`src/tcw_pkg.sv`:
```
// Shared types, constants and geometry of the text console writer.
`timescale 1ns / 1ps
package tcw_pkg;

  localparam int COLUMNS = 80;
  localparam int ROWS    = 25;
  localparam int CELLS   = COLUMNS * ROWS;

  localparam int CELL_AW = $clog2(CELLS);
  localparam int COL_W   = $clog2(COLUMNS);
  localparam int ROW_W   = $clog2(ROWS);

  localparam int POS_OUT_W = 11;
  localparam int COL_OUT_W = 7;
  localparam int ROW_OUT_W = 5;
  localparam int CELL_W    = 16;

  localparam logic [7:0] BLANK_ATTR     = 8'h0F;
  localparam logic [7:0] SPACE_CHAR     = 8'h20;
  localparam logic [7:0] NEWLINE_CHAR   = 8'h0A;
  localparam logic [7:0] BACKSPACE_CHAR = 8'h08;

  typedef enum logic [1:0] {
    REQ_PUT     = 2'd0,
    REQ_CLEAR   = 2'd1,
    REQ_BS_WRAP = 2'd2,
    REQ_READ    = 2'd3
  } req_t;

  typedef enum logic [2:0] {
    OP_PUTC,
    OP_NEWLINE,
    OP_BS_NOWRAP,
    OP_CLEAR,
    OP_BS_WRAP,
    OP_READ
  } op_t;

  typedef struct packed {
    logic [1:0]  req_type;
    logic [7:0]  char_code;
    logic [7:0]  color;
    logic [10:0] cell_index;
  } in_req_t;

  typedef struct packed {
    logic [POS_OUT_W-1:0] cursor_pos;
    logic [COL_OUT_W-1:0] cursor_col;
    logic [ROW_OUT_W-1:0] cursor_line;
    logic [CELL_W-1:0]    cell_data;
  } out_res_t;

  typedef struct packed {
    op_t                op;
    logic [7:0]         char_code;
    logic [7:0]         color;
    logic               read_ok;
    logic [CELL_AW-1:0] addr;
  } cmd_t;

endpackage

```
`src/tcw_front.sv`:
```
// Request decode and two-entry command queue feeding the execution side.
`timescale 1ns / 1ps
module tcw_front (
  input  logic             clk,
  input  logic             rst_n,
  input  logic             in_valid,
  output logic             in_ready,
  input  tcw_pkg::in_req_t in_data,
  input  logic             init_done,
  output logic             cmd_valid,
  input  logic             cmd_pop,
  output tcw_pkg::cmd_t    cmd
);
  import tcw_pkg::*;

  cmd_t       q_r [2];
  logic       wr_ptr_r, wr_ptr_nxt;
  logic       rd_ptr_r, rd_ptr_nxt;
  logic [1:0] count_r, count_nxt;
  cmd_t       cmd_in;
  logic       push;

  // Split put-character requests by their control bytes so the back end
  // only sees one operation per command.
  always_comb begin
    cmd_in.char_code = in_data.char_code;
    cmd_in.color     = in_data.color;
    cmd_in.read_ok   = (32'(in_data.cell_index) < CELLS);
    cmd_in.addr      = CELL_AW'(in_data.cell_index);
    case (req_t'(in_data.req_type))
      REQ_PUT: begin
        if (in_data.char_code == NEWLINE_CHAR) begin
          cmd_in.op = OP_NEWLINE;
        end else if (in_data.char_code == BACKSPACE_CHAR) begin
          cmd_in.op = OP_BS_NOWRAP;
        end else begin
          cmd_in.op = OP_PUTC;
        end
      end
      REQ_CLEAR:   cmd_in.op = OP_CLEAR;
      REQ_BS_WRAP: cmd_in.op = OP_BS_WRAP;
      REQ_READ:    cmd_in.op = OP_READ;
      default:     cmd_in.op = OP_READ;
    endcase
  end

  assign in_ready  = init_done && (count_r != 2'd2);
  assign push      = in_valid && in_ready;
  assign cmd_valid = (count_r != 2'd0);
  assign cmd       = q_r[rd_ptr_r];

  always_comb begin
    wr_ptr_nxt = push ? ~wr_ptr_r : wr_ptr_r;
    rd_ptr_nxt = cmd_pop ? ~rd_ptr_r : rd_ptr_r;
    count_nxt  = count_r + 2'(push) - 2'(cmd_pop);
  end

  always_ff @(posedge clk) begin
    if (!rst_n) begin
      wr_ptr_r <= 1'b0;
      rd_ptr_r <= 1'b0;
      count_r  <= 2'd0;
    end else begin
      wr_ptr_r <= wr_ptr_nxt;
      rd_ptr_r <= rd_ptr_nxt;
      count_r  <= count_nxt;
    end
    if (push) begin
      q_r[wr_ptr_r] <= cmd_in;
    end
  end

  a_pop_nonempty: assert property (@(posedge clk) disable iff (!rst_n)
    cmd_pop |-> (count_r != 2'd0))
    else $error("command popped from an empty queue");

  a_no_push_in_init: assert property (@(posedge clk) disable iff (!rst_n)
    !init_done |-> !push)
    else $error("request accepted during the clearing pass");

endmodule

```
`config.mk`:
```
export PLATFORM = sky130hd
export DESIGN_NAME = tcw_front
export DESIGN_NICKNAME = d
export VERILOG_FILES = /design/src/tcw_pkg.sv /design/src/tcw_front.sv
export SDC_FILE = /design/constraint.sdc
export NUM_CORES = 1
export LEC_CHECK = 0
export ABC_AREA = 1
export BUFFER_PORTS_ARGS = -buffer_cell sky130_fd_sc_hd__buf_2
export CAP_MARGIN = 10
export CORE_MARGIN = 1.5
export CORE_UTILIZATION = 56
export DETAILED_ROUTE_END_ITERATION = 8
export GPL_ROUTABILITY_DRIVEN = 0
export PLACE_DENSITY = 0.89
export SLEW_MARGIN = 25
export SYNTH_ARGS = -nofsm -noshare
export SYNTH_HDL_FRONTEND = slang
export SYNTH_SLANG_ARGS = --single-unit
```
`constraint.sdc`:
```
create_clock -name clk -period 5.5 [get_ports clk]
set_clock_uncertainty 0.05 [all_clocks]
set_input_delay 0.275 -clock clk [delete_from_list [all_inputs] [get_ports clk]]
set_output_delay 0.275 -clock clk [all_outputs]
set_load 0.05 [all_outputs]
```
==> results_tabular.tex <==
\begin{tabular}{lr}
\hline
Metric & Value \\
\hline
\multicolumn{2}{l}{\textbf{STA}} \\
Endpoints failing setup & 0 \\
Unrepaired setup endpoints after global routing & no \\
Relative slew slack & 70.8\% \\
Total Neg Setup Slack & 0 ns \\
Least-Margin Pin Slew & 0.438 ns \\
Final cycle utilization of the critical path & about a third \\
Worst-case setup margin in the final layout & approximately 3.6 ns \\
Crit path time final & approximately 1.9 ns \\
Max Transition Viols Final & 0 \\
Timing-limited maximum frequency & 0.518 GHz \\
Number of endpoints with negative hold slack in the final report & 0 \\
\multicolumn{2}{l}{\textbf{Logic synthesis}} \\
Number of enable-type register cells in the synthesized netlist & between 60 and 70 \\
Library cells used by synthesis & 17 \\
Combined area of all synthesized cells & approximately 2600 µm² \\
Sequential fraction of the synthesis area & between 70 and 80\% \\
Fraction of synthesized area in multiplexers & between 10 and 15\% \\
Largest family of logic cells by synthesized area & multiplexers \\
Area share of xor/xnor cells in the synthesized design & 0\% \\
Synth Area per Inst & about 17 µm² \\
Post-synthesis compound-gate area fraction & 0.483\% \\
Synthesized net count & around 190 \\
Number of register bits inferred by synthesis & 67 \\
Warnings from Yosys & 0 \\
FFs w/ async S/R, synth & 0\% \\
Leading register cell type out of synthesis & edfxtp\_1 \\
Adder and majority gate portion of the synthesized area & 0.967\% \\
Simple-gate area share of the yosys netlist & under 10\% \\
Synthesized netlist cell count & about 160 \\
\multicolumn{2}{l}{\textbf{Die}} \\
Count of standard-cell rows & 24 \\
Io pins & between 60 and 70 \\
Height of the die & $\sim$70 µm \\
Core area & 4410 µm² \\
Initial Util & $\sim$59\% \\
Die width & between 70 and 80 µm \\
Die area & a little over 5000 µm² \\
\multicolumn{2}{l}{\textbf{Final layout}} \\
Number of nets in the layout & 267 \\
Fillers & approximately 300 \\
Final core occ & a little over two thirds \\
Share of layout cells above drive strength 1 & about half \\
Area occupied by multi-input gates & approximately 540 µm² \\
Relative area change from synthesis to final layout & 20.6\% \\
Number of diodes added for antenna fixing & 0 \\
Sequential Area & slightly below 2000 µm² \\
\multicolumn{2}{l}{\textbf{CTS}} \\
Source-to-sink clock delay at the later pin of the worst-skew pair & between 0.3 and 0.4 ns \\
Inserted Clock Buffers & 9 \\
Clock transition at the registers of the reported paths & roughly 0.06 ns \\
Max clock buf depth & 2 \\
Post CTS Setup Buffer Count & 0 \\
CTS hold repair buffers & 0 \\
CTS tree & yes \\
H-tree lvl count & 3 \\
Clock tree root driver cell & clkbuf\_8 \\
Number of clock sinks seen by CTS & 67 \\
Number of gates given a new drive strength after cts & 0 \\
\multicolumn{2}{l}{\textbf{Worst hold path}} \\
Worst hold path class & in -> reg \\
Worst hold stages & 1 \\
\multicolumn{2}{l}{\textbf{Worst setup path}} \\
List of cells traversed by the critical path & buf\_4 -> mux2\_2 -> buf\_2 \\
Cell class contributing the biggest share of worst-path delay & buffers and inverters \\
Crit path required time & 5.18 ns \\
Startpoint types & register \\
CP Depth & 3 \\
Slowest stage cell on the critical path & mux2\_2 \\
Max FO, Critical Path & 31 \\
Biggest cell delay along the critical path & slightly below 0.4 ns \\
Depth of the most critical reg-to-reg path & 10 \\
Data arrival time at the worst-slack endpoint & 1.61 ns \\
Type of the worst setup path & reg -> out \\
Endpoint type of the worst setup path & output pin \\
Number of buffer and inverter instances along the worst setup path & 2 \\
\multicolumn{2}{l}{\textbf{GRT}} \\
Overall global routing resource usage & 17.6\% \\
Initial antenna violation count & 0 \\
Vias in the first global route & roughly 1400 \\
Total congestion overflow after global routing & 0 \\
Largest net degree at the start of global routing & 32 \\
Global-route wire length before repair & 6530 µm \\
\multicolumn{2}{l}{\textbf{Pwr}} \\
IR drop worst, VDD & $\sim$0.22 mV \\
Leak & 0.00124 µW \\
Power per unit of standard cell area & approximately 350 nW/µm² \\
Overall power consumption & between 1000 and 1500 µW \\
\multicolumn{2}{l}{\textbf{Drt}} \\
Routed length per placed instance & around 15 µm \\
First-pass iteration count of the detailed router & 4 \\
Antenna Violating Nets Remaining & 0 \\
Routed via count & roughly 1500 \\
DRC marker count from the first detailed-route iteration & 70 \\
Residual DRC count & 0 \\
Final routed wirelength across all metal layers & 4260 µm \\
Vias per cell & around 5.2 \\
\multicolumn{2}{l}{\textbf{Place}} \\
Worst Setup Slack post-DPL & 3.89 ns \\
Count of port buffers added during placement & 66 \\
Post-detail-place hpwl & around 2800 µm \\
\multicolumn{2}{l}{\textbf{Flow run}} \\
Total of max-cap violations & 0 \\
\multicolumn{2}{l}{\textbf{Outcome}} \\
Result of the run & complete, no violations \\
\hline
\end{tabular}
[final timing paths]
path	from	end	slack (ns)
min reg2reg	rd_ptr_r$_SDFFE_PN0P_	rd_ptr_r$_SDFFE_PN0P_	0.45
min	in_data[16]	q_r[0][17]$_DFFE_PP_	0.09
max reg2reg	count_r[0]$_SDFF_PN0_	count_r[1]$_SDFF_PN0_	3.90
max	register	cmd[18]	3.57
[layout by cell type, fill, tap and decap left out, drive strengths merged]
cell	n
edfxtp	62
nand2	15
nand4	2
buf	69
nand3b	1
nor2	12
a21oi	1
mux2	31
or2	1
and2	1
clkbuf	11
nor3	1
a21boi	1
dfxtp	5
inv	13
nand3	3
clkinv	4
ha	2
[sequential cells by signal, summed over array words and instances (netlist names), named ones only]
register  flops
wr_ptr_r      1
count_r       2
rd_ptr_r      1
q_r          62
[synth_stat cells, types with 2 or more instances]
| cell type | count | area (µm²) |
|---|---|---|
| nand3_1 | 3 | 15.0 |
| ha_1 | 2 | 25.0 |
| inv_1 | 13 | 48.8 |
| buf_6 | 3 | 33.8 |
| nand4_1 | 2 | 12.5 |
| dfxtp_1 | 5 | 100 |
| edfxtp_1 | 62 | 1860 |
| nor2_1 | 12 | 45.0 |
| mux2_2 | 31 | 349 |
| nand2_1 | 15 | 56.3 |
[metal layers]
| layer | up-vias | GRT usage [%] | wire length [µm] |
|---|---|---|---|
| met3 | 12 | 5.70 | 272 |
| met2 | 53 | 27.5 | 2020 |
| met5 | - | 0 | 0 |
| li1 | 712 | - | - |
| met4 | 0 | 10.3 | 106 |
| met1 | 718 | 21.6 | 1870 |
[worst register-to-register path: cells and delay by family, from the launching register on]
kind,cells,cell delay [ns]
adder cells (fa/ha/maj),2,0.49
flip-flops,1,0.33
AND/OR/NAND/NOR,4,0.32
buffers and inverters,3,0.15
AO/OA/AOI/OAI,1,0.15
[where the power goes]
part           leakage, µW  switching (µW)  internal [µW]
clock network    0.0000804             163            157
logic             0.000555             124           50.3
registers         0.000609            6.64            582
total              0.00124             294            790
[cell type report]
cell class                 count  area share, %
sequential                    67           62.8
multi-input combinational     71           17.4
timing repair buffer          69           11.3
clock buffer                  11           4.21
tap                           52           2.08
inverter                      13           1.56
clock inverter                 4          0.601
[cell families (layout without fill, tap and decap cells)]
group | count (synthesis) | count (layout)
flip-flops | 67 | 67
buffers and inverters | 17 | 97
adder cells (fa/ha/maj) | 2 | 2
multiplexers | 31 | 31
AND/OR/NAND/NOR | 36 | 36
AO/OA/AOI/OAI | 2 | 2
[stage by stage]
step                area [µm²]  hold WS [ns]  cells
global route              3120        0.0712    287
finish                    3120        0.0861    287
CTS                       3120        0.0705    287
floorplan                 2590         0.318    155
global placement          2970         0.415    272
detailed placement        2970         0.420    272
Note: power is estimated with default switching activity, not from simulation.
